`src/hdl/gae_pkg.sv`:
```
// Shared types and codes for the GAE advantage scan block.
// No dependencies; imported by every module of the block.
`timescale 1ns / 1ps
`default_nettype none

package gae_pkg;

    typedef struct packed {
        logic signed [31:0] reward;
        logic        [1:0]  terminal_kind;
        logic signed [31:0] value_pred;
        logic signed [31:0] trunc_value;
        logic               first_item;
    } t_in;

    typedef struct packed {
        logic signed [31:0] advantage;
        logic signed [31:0] discounted_return;
        logic signed [31:0] target_value;
    } t_out;

    // terminal kinds; the undefined code behaves as ongoing
    localparam logic [1:0] KIND_ONGOING = 2'd0;
    localparam logic [1:0] KIND_ENDED   = 2'd1;
    localparam logic [1:0] KIND_TRUNC   = 2'd2;
    localparam logic [1:0] KIND_UNDEF   = 2'd3;

    // datapath step codes, one per cycle of the sequence while the output is not stalled
    localparam logic [2:0] STEP_NONE = 3'd0;
    localparam logic [2:0] STEP_GL   = 3'd1;   // discount * trace_decay
    localparam logic [2:0] STEP_RS   = 3'd2;   // reward * inverse_std
    localparam logic [2:0] STEP_CA   = 3'd3;   // carried advantage * gl
    localparam logic [2:0] STEP_NX   = 3'd4;   // bootstrap value * discount
    localparam logic [2:0] STEP_CR   = 3'd5;   // carried return * discount
    localparam logic [2:0] STEP_FIN  = 3'd6;   // final sums, load output

    typedef struct packed {
        logic       capture;
        logic [2:0] step;
    } t_cmd;

    localparam logic [2:0] CFG_DISCOUNT    = 3'd0;
    localparam logic [2:0] CFG_TRACE_DECAY = 3'd1;
    localparam logic [2:0] CFG_STD_ON      = 3'd2;
    localparam logic [2:0] CFG_INV_STD     = 3'd3;
    localparam logic [2:0] CFG_CLIP        = 3'd4;

    localparam int CFG_W = 31;

endpackage

`default_nettype wire

```
`src/hdl/gae_ctrl.sv`:
```
// Sequencer for the GAE scan: walks one item through the multiply steps.
// Depends on gae_pkg for the command struct and step codes.
`timescale 1ns / 1ps
`default_nettype none

module gae_ctrl import gae_pkg::*; (
    input  wire logic i_clk,
    input  wire logic i_rst_n,
    input  wire logic i_in_valid,
    output logic      o_in_ready,
    output logic      o_out_valid,
    input  wire logic i_out_ready,
    output t_cmd      o_cmd
);

    localparam logic [2:0] S_IDLE = 3'd0;
    localparam logic [2:0] S_GL   = 3'd1;
    localparam logic [2:0] S_RS   = 3'd2;
    localparam logic [2:0] S_CA   = 3'd3;
    localparam logic [2:0] S_NX   = 3'd4;
    localparam logic [2:0] S_CR   = 3'd5;
    localparam logic [2:0] S_FIN  = 3'd6;

    logic [2:0] r_state, n_state;
    logic       r_out_valid, n_out_valid;
    logic       w_slot_free;

    assign w_slot_free = !r_out_valid || i_out_ready;
    assign o_in_ready  = (r_state == S_IDLE);
    assign o_out_valid = r_out_valid;

    always_comb begin
        n_state      = r_state;
        o_cmd        = '0;
        o_cmd.step   = STEP_NONE;
        n_out_valid  = r_out_valid && !i_out_ready;
        case (r_state)
            S_IDLE: begin
                if (i_in_valid) begin
                    o_cmd.capture = 1'b1;
                    n_state       = S_GL;
                end
            end
            S_GL: begin
                o_cmd.step = STEP_GL;
                n_state    = S_RS;
            end
            S_RS: begin
                o_cmd.step = STEP_RS;
                n_state    = S_CA;
            end
            S_CA: begin
                o_cmd.step = STEP_CA;
                n_state    = S_NX;
            end
            S_NX: begin
                o_cmd.step = STEP_NX;
                n_state    = S_CR;
            end
            S_CR: begin
                o_cmd.step = STEP_CR;
                n_state    = S_FIN;
            end
            S_FIN: begin
                // hold here until the output register can take the item
                if (w_slot_free) begin
                    o_cmd.step  = STEP_FIN;
                    n_out_valid = 1'b1;
                    n_state     = S_IDLE;
                end
            end
            default: begin
                n_state = S_IDLE;
            end
        endcase
    end

    always_ff @(posedge i_clk) begin
        if (!i_rst_n) begin
            r_state     <= S_IDLE;
            r_out_valid <= 1'b0;
        end else begin
            r_state     <= n_state;
            r_out_valid <= n_out_valid;
        end
    end

endmodule

`default_nettype wire

```
`config.mk`:
```
export PLATFORM = sky130hd
export DESIGN_NAME = gae_ctrl
export DESIGN_NICKNAME = d
export VERILOG_FILES = /design/src/hdl/gae_pkg.sv /design/src/hdl/gae_ctrl.sv
export SDC_FILE = /design/constraint.sdc
export NUM_CORES = 1
export LEC_CHECK = 0
export ABC_AREA = 1
export BUFFER_PORTS_ARGS = -buffer_cell sky130_fd_sc_hd__buf_2
export CORE_AREA = 2 2 39 41
export CTS_BUF_LIST = sky130_fd_sc_hd__clkbuf_4 sky130_fd_sc_hd__clkbuf_8 sky130_fd_sc_hd__clkbuf_16
export CTS_CLUSTER_DIAMETER = 150
export CTS_CLUSTER_SIZE = 8
export DETAILED_ROUTE_END_ITERATION = 6
export DIE_AREA = 0 0 41 43
export REMOVE_ABC_BUFFERS = 1
export SYNTH_ARGS = -nofsm -noshare
export SYNTH_HDL_FRONTEND = slang
export SYNTH_SLANG_ARGS = --single-unit
```
`constraint.sdc`:
```
create_clock -name i_clk -period 1.69 [get_ports i_clk]
set_input_delay 0 -clock i_clk [delete_from_list [all_inputs] [get_ports i_clk]]
set_output_delay 0 -clock i_clk [all_outputs]
set_load 0.005 [all_outputs]
```
### Word level (Yosys, flattened, before mapping)

Index checks and enable logic that the tools add are counted.

| cells by class | value |
|---|---|
| mux-type cells | 9 |
| eq/ne operators | 8 |
| reduce and logical (&&, ||, !) cells | 6 |

Operators by type and width:

| cell | number |
|---|---|
| 3-bit case mux with 7 select lines | 1 |
| 3-bit case mux with 6 select lines | 1 |
| 3-bit equality test (second input constant) | 3 |
| 3-bit 2-to-1 mux | 3 |
| 3-bit by 2-bit equality test with 1-bit output (second input constant) | 2 |
| 1-bit 2-to-1 mux | 4 |
| 2-bit != test (second input constant) | 2 |
| 3-bit by 1-bit equality test with 1-bit output (second input constant) | 1 |
| 3-bit logical NOT | 1 |
| 1-bit logical NOT | 2 |
| 2-bit AND reduction | 1 |
| 1-bit logical AND | 1 |
| 1-bit logical OR | 1 |

| storage, ports and cells | value |
|---|---|
| bits of input ports | 4 |
| logic and storage cells | 25 |
| register bits after elaboration | 4 |
| output and inout bits | 6 |

### Logic depth before layout (Yosys ltp)

Gate-level depths: netlist of run 1.

| logic depth | value |
|---|---|
| depth in word-level cells | 4 |
| gate-level depth with buffers | 5 |
| depth with buffers taken out | 5 |

### Least setup slack after synthesis of run 1

Ideal clock, no wire load.

| path | value |
|---|---|
| kind | register to register |
| start | register r_state[1] |
| end | register r_state[2] |
| buffers on the path | 0 |
| library setup time | 113 ps |
| cell stages (with the launch flop) | 6 |
| slack | 847 ps |
| data required time | 1577 ps |
| period minus slack after synthesis | 843 ps |
| data arrival time | 731 ps |
| cells stage by stage | dfxtp_1 -> inv_1 -> nand3_1 -> nand3_1 -> nor2_1 -> nor2_1 |

| between the ends | value |
|---|---|
| longest elaborated chain between the ends | 3 |
| elaborated cells between the ends (all ways) | 11 |
| classes of those cells | eq/ne: 8; mux: 1; reduce/logical: 2 |

Ends and longest elaborated chain:

| item | RTL line | text |
|---|---|---|
| start, declared | gae_ctrl.sv:24 | `logic [2:0] r_state, n_state;` |
| start signal, assigned | gae_ctrl.sv:83 | `r_state <= n_state;` |
| 3-bit equality test / 3-bit logical NOT (equally long branches) | gae_ctrl.sv:37 | `case (r_state)` |
| 2-bit != test (no source line) | - |  |
| 2-bit AND reduction (no source line) | - |  |

Several ways; a longest one is shown, not always the timed one.
A chain may end at the register's enable or synchronous reset.

==> results of run 1 <==
==> per-stage QoR <==
stage | area, µm² | util (%) | total power, mW | std cells
6_report | 313 | 22.6 | 0.294 | 64
3_3_place_gp | 290 | 21.0 | 0.179 | 61
2_1_floorplan | 225 | - | 0.154 | 36
5_1_grt | 313 | 22.6 | 0.324 | 64
3_5_place_dp | 290 | 21.0 | 0.180 | 61
4_1_cts | 313 | 22.6 | 0.302 | 64
==> power by group through the flow <==
stage	clock, mW	sequential, mW	combinational, mW
floorplan	0	0.114	0.0399
global route	0.136	0.117	0.0711
finish	0.117	0.115	0.0625
global placement	0	0.115	0.0631
detailed placement	0	0.116	0.0639
CTS	0.123	0.115	0.0641
==> state kept, by name, summed over array words and instances, names as in the netlist <==
name and cells:
r_state 3, o_out_valid 1
==> cell type report <==
cell class                 instances  area [µm²]  area share [%]
tap                               16        20.0            6.40
sequential                         4        80.1            25.6
timing repair buffer               9        45.0            14.4
clock buffer                       3        22.5            7.20
multi-input combinational         25         119            38.0
inverter                           7        26.3            8.40
==> worst min-delay path by stage <==
stage / cells past startpoint / startpoint / slack, ps / to
after floorplan: 2 / i_in_valid / 70 / o_cmd[3]
after global placement: 3 / i_rst_n / 270 / r_state[2]$_SDFFE_PN0P_
after detailed placement: 3 / i_rst_n / 270 / r_state[2]$_SDFFE_PN0P_
after CTS: 3 / i_rst_n / 30 / r_state[2]$_SDFFE_PN0P_
after global routing: 3 / i_rst_n / 40 / r_state[0]$_SDFFE_PN0P_
final: 3 / i_in_valid / 30 / r_state[0]$_SDFFE_PN0P_
==> worst max-delay path, cell delays in order, from the launching register on <==
cell and delay, ps:
dfxtp_1 440, inv_2 90, nand2_1 100, a21oi_1 60, buf_2 130
==> per-layer routing <==
| metal | global-route usage (%) | vias up | share of wire (%) |
|---|---|---|---|
| met5 | 0 | - | 0 |
| met4 | 10.0 | 0 | 0 |
| met3 | 3.14 | 0 | 6.2 |
| met2 | 10.9 | 4 | 56 |
| met1 | 6.41 | 115 | 37 |
| li1 | - | 137 | - |
==> cells in the final DEF (no fill, tap or decap) <==
master / instances
nor3_2: 1
dfxtp_1: 4
nand3_1: 3
nand3_2: 1
nand2_1: 7
clkbuf_4: 3
buf_2: 9
nor2_1: 7
inv_1: 6
a21oi_1: 4
nor2_2: 1
inv_2: 1
o21ai_0: 1
==> cell families (layout without fill, tap and decap cells) <==
family          Yosys count  in the layout  synth area share (%)
buf+inv                   7             19                  11.7
compound gates            5              5                  11.1
flops                     4              4                  35.6
simple gates             20             20                  41.7
==> results_dict.tcl, run 1 <==
set metrics [dict create \
    cap_violations 0 \
    num_rows 14 \
    crit_end "o_cmd[1]" \
    fin_skew_ps 0.851 \
    clkSinkCount 4 \
    area_delta_synth_final_pct 38.9 \
    synth_top_cell_area_share_pct 35.6 \
    rr_startpoint "r_state[2]$_SDFFE_PN0P_" \
    leakagePower_nw 0.163 \
    htree_levels 1 \
    avgSynthCellArea_um2 6.26 \
    nNetsFinal 54 \
    post_cts.repair.setup_buffers 0 \
    start_util_pct 16.3 \
    swShare_pct 28.9 \
    setup_viol 0 \
    combinationalPowerShare_pct 21.2 \
    antenna_found_initial 0 \
    synth_edf_count 0 \
    critical_path_class "flip-flop to output pin" \
    ys_ff_latch 4 \
    rsz0062_at_grt "false" \
    syn_inst 36 \
    pwr-share-clk_pct 39.7 \
    status "completed" \
    grt_pass1_wl_um 828 \
    drt-total-wl_um 486 \
    synth_area_leaders "dfxtp_1, nand2_1, nor2_1, inv_1, a21oi_1" \
    cts-root-buf "clkbuf_4" \
    synth_area_leader_cell "dfxtp_1" \
    core_region_area_mm2 0.00138 \
    drt_iter0_markers 0 \
    final_antenna_net_count 0 \
    cts_made_buffers 3 \
    r2r_slack_ps 750 \
    die_x_um 41 \
    track_usage_pct 7.62 \
    portBuffers 9 \
    dp_worst_setup_slack_ps 750 \
    whs_ps 30.7 \
    ys_types 11 \
    cp-start-kind "flip-flop" \
    overflow 0 \
    seq_area_frac_synth_pct 35.6 \
    setup_slack_ps 635 \
    gp_congestion 0.762 \
    cts_resized 0 \
    io_pins 10 \
    cts-hold-fix-buffers 0 \
    synth_async_sr_flop_share_pct 0 \
    drc 0 \
    hold_viol_final 0 \
    max_slew_margin_pct 83.8 \
    rr_endpoint "r_state[2]$_SDFFE_PN0P_" \
    reg2regPathDepth 5 \
    hp-class "primary input to flip-flop" \
    synth_warnings 0 \
    wl_per_cell_um 7.59 \
    die_area_mm2 0.00176 \
    grt_max_degree 8 \
    vias_per_cell 4.00 \
    fillers 158 \
    synthTopCellsByCount "nand2_1, nor2_1, inv_1" \
    tightest_slew_ps 243 \
    dr.pass1.iters 1 \
    layout-drive-gt1-share_pct 33.3 \
    die_height_um 43 \
    cp-end-kind "output pin" \
    clockBufferDepth 2 \
    crit_arrival_ps 1060 \
    peakVddDrop_mv 0.339 \
    antenna_cells 0 \
    num_vias 256 \
    dpl.hpwl_um 428 \
    path_clk_slew_ps 40 \
    cts_tree "done" \
    maxSlewViolCount 0 \
    clock_latency_ps 230 \
    fin_setup_tns_ps 0 \
    period_needed_ps 1060 \
    power_density_mw_per_mm2 941 \
    max_freq_ghz 0.948 \
    synth_top_flop_cell "dfxtp_1" \
    cp.required_ps 1690 \
    post-route-period-util_pct 62.4 \
    intPower_uw 209 \
    startpoint "r_state[0]$_SDFFE_PN0P_" \
    crit_fanout 6 \
    p_seq_share_pct 39.1 \
    syn_area_um2 225 \
    grt_pass1_vias 234 \
    p_switching_uw 85.2 \
]
Power figures use the tool's default switching activity.
==> run 2, diff against run 1 <==
--- a/config.mk
+++ b/config.mk
@@ -5,7 +5,7 @@
 export SDC_FILE = /design/constraint.sdc
 export NUM_CORES = 1
 export LEC_CHECK = 0
-export ABC_AREA = 1
+export ABC_AREA = 0
 export BUFFER_PORTS_ARGS = -buffer_cell sky130_fd_sc_hd__buf_2
 export CORE_AREA = 2 2 39 41
 export CTS_BUF_LIST = sky130_fd_sc_hd__clkbuf_4 sky130_fd_sc_hd__clkbuf_8 sky130_fd_sc_hd__clkbuf_16
==> constraint.sdc (replaced) <==
create_clock -name i_clk -period 0.9 [get_ports i_clk]
set_input_delay 0 -clock i_clk [delete_from_list [all_inputs] [get_ports i_clk]]
set_output_delay 0 -clock i_clk [all_outputs]
set_load 0.005 [all_outputs]
==> results_dict.tcl, run 2 <==
set metrics [dict create \
    cts-hold-fix-buffers 0 \
    fin_cells 62 \
    cp-end-kind "output pin" \
    drt-total-wl_um 724 \
    clock_latency_ps 240 \
    crit_arrival_ps 1010 \
    seq_area_um2 92.6 \
    nNetsFinal 52 \
    num_vias 268 \
    status "finished, violations left" \
    seq_area_frac_synth_pct 33.9 \
    start_util_pct 17.1 \
    regMostFlops "r_state" \
    dpl.hpwl_um 405 \
    hp-class "primary input to flip-flop" \
    final_common_cell "buf_2" \
    vias_per_cell 4.32 \
    largest_reg_flops 3 \
    layout-drive-gt1-share_pct 82.6 \
    die_area_mm2 0.00176 \
    overflow 0 \
    max_slew_margin_pct 84.1 \
    rsz0062_at_grt "true" \
    htree_levels 1 \
    setup_slack_ps -114 \
    power_uw 603 \
    place_inst 54 \
    cts-root-buf "clkbuf_4" \
    max_freq_ghz 0.986 \
    grt_pass1_wl_um 1080 \
    cts_made_buffers 3 \
    power_density_mw_per_mm2 1280 \
    drc 0 \
    drt_iter0_markers 0 \
    track_usage_pct 9.74 \
    cap_violations 0 \
    crit_fanout 9 \
    leakagePower_nw 0.216 \
    fillers 143 \
    cp-start-kind "flip-flop" \
    num_rows 14 \
    core_region_area_mm2 0.00138 \
    critical_path_class "flip-flop to output pin" \
    crit_buf_inv 1 \
    violations "negative setup slack" \
    period_needed_ps 1010 \
    grt_max_degree 10 \
    crit_path_cell_trace "nor3_4, and2_1, buf_2" \
    mostFrequentLayoutCells "buf_2, buf_6, buf_4" \
    ys_ff_latch 4 \
    syn_area_um2 236 \
    synthTopCellsByCount "dfxtp_1, a21oi_1, nor3_1" \
    avgSynthCellArea_um2 9.10 \
    wl_per_cell_um 11.7 \
    grt_pass1_vias 270 \
    synth.most_common_cell "dfxtp_1" \
    area_delta_synth_final_pct 98.9 \
    synth_top_cell_area_share_pct 33.9 \
    critPathTopFamily "flip-flops" \
    post-route-period-util_pct 113 \
    synth_async_sr_flop_share_pct 0 \
    cts_tree "done" \
    die_height_um 43 \
    path_clk_slew_ps 40 \
    tightest_slew_ps 238 \
    fin_setup_tns_ps -558 \
    antenna_found_initial 0 \
    synth_area_leader_cell "dfxtp_1" \
    synth_area_leaders "dfxtp_1, a21oi_1, nor3_1, a2111oi_2, a21boi_0" \
    cp.required_ps 900 \
    maxSlewViolCount 0 \
    ys_types 18 \
    cpMaxStageDelayCell "dfxtp_4" \
    dr.pass1.iters 1 \
    gp_congestion 0.679 \
    syn_inst 26 \
    portBuffers 9 \
    clkSinkCount 4 \
    clockBufferDepth 2 \
    antenna_cells 0 \
    synth_warnings 0 \
    peakVddDrop_mv 0.640 \
    synth_edf_count 0 \
    cpPeakStageDelay_ps 380 \
    multiInputGateArea_um2 178 \
    fin_skew_ps 2.87 \
    setup_viol 8 \
    final_antenna_net_count 0 \
    io_pins 10 \
    synth_top_flop_cell "dfxtp_1" \
    die_x_um 41 \
    hold_viol_final 0 \
]
==> run 2: cell count changes in the layout (fill, tap and decap cells not counted), moves of 2 or more <==
cell      change
nor2_1        -7
buf_6         +6
nand2_1       -6
buf_4         +5
inv_1         -5
dfxtp_1       -4
a21oi_1       -3
a21oi_2       +3
dfxtp_4       +3
nand3_1       -3
nand2b_4      +2
==> run 2: cell type report <==
cell class	instances	share of cell area (%)
tap	16	4.26
inverter	2	1.60
timing repair buffer	20	31.9
sequential	4	19.7
multi-input combinational	17	37.8
clock buffer	3	4.79
==> run 2: metrics by stage <==
step,hold slack (ps),util (%),instance area [µm²],setup WS (ps)
2_1_floorplan,110,-,213,-50.3
3_3_place_gp,285,23.3,323,-41.2
3_5_place_dp,285,23.3,323,-57.8
4_1_cts,65.1,31.6,437,-130
5_1_grt,103,34.0,470,-163
6_report,84.8,34.0,470,-114
==> run 2: final timing paths <==
kind / slack, ps / endpoint / cells after the start / from
hold / removal: 80 / r_state[1]$_SDFFE_PN0P_ / 3 / i_rst_n
setup reg to reg: -70 / r_state[1]$_SDFFE_PN0P_ / 4 / o_out_valid$_SDFF_PN0_
hold reg to reg: 500 / r_state[0]$_SDFFE_PN0P_ / 1 / r_state[0]$_SDFFE_PN0P_
setup / recovery: -110 / o_cmd[3] / 3 / r_state[0]$_SDFFE_PN0P_
==> run 2: cell families (layout without fill, tap and decap cells) <==
family	Yosys count	in the layout	synth area share [%]
and+or+nand+nor	8	8	22.2
AOI/OAI and AO/OA	9	9	30.7
buffers and inverters	5	25	13.2
DFF	4	4	33.9
==> run 2: what timing repair did <==
| item | 4_1_cts | 5_1_grt |
|---|---|---|
| buffers inserted | 3 | 2 |
| pin swaps | 5 | 2 |
| cloned | 0 | 0 |
| gates resized for setup | 20 | 4 |
| endpoints found under the setup margin | 7 | 8 |
==> run 2: tightest hold or removal path, stage by stage <==
cell     delay, ps
buf_2           70
inv_1          100
a21oi_2        110
==> run 2: report_power, final <==
| part | internal, mW | leakage, nW | switching [mW] |
|---|---|---|---|
| Combinational | 0.100 | 0.166 | 0.0651 |
| Clock | 0.149 | 0.0138 | 0.0723 |
| Sequential | 0.188 | 0.0353 | 0.0278 |
==> run 2: routing by layer <==
layer	global-route usage [%]	wire length [µm]	up-vias
li1	-	-	132
met1	9.32	278	120
met2	13.8	375	11
met3	6.28	53	5
met4	8.00	17	0
met5	0	0	-
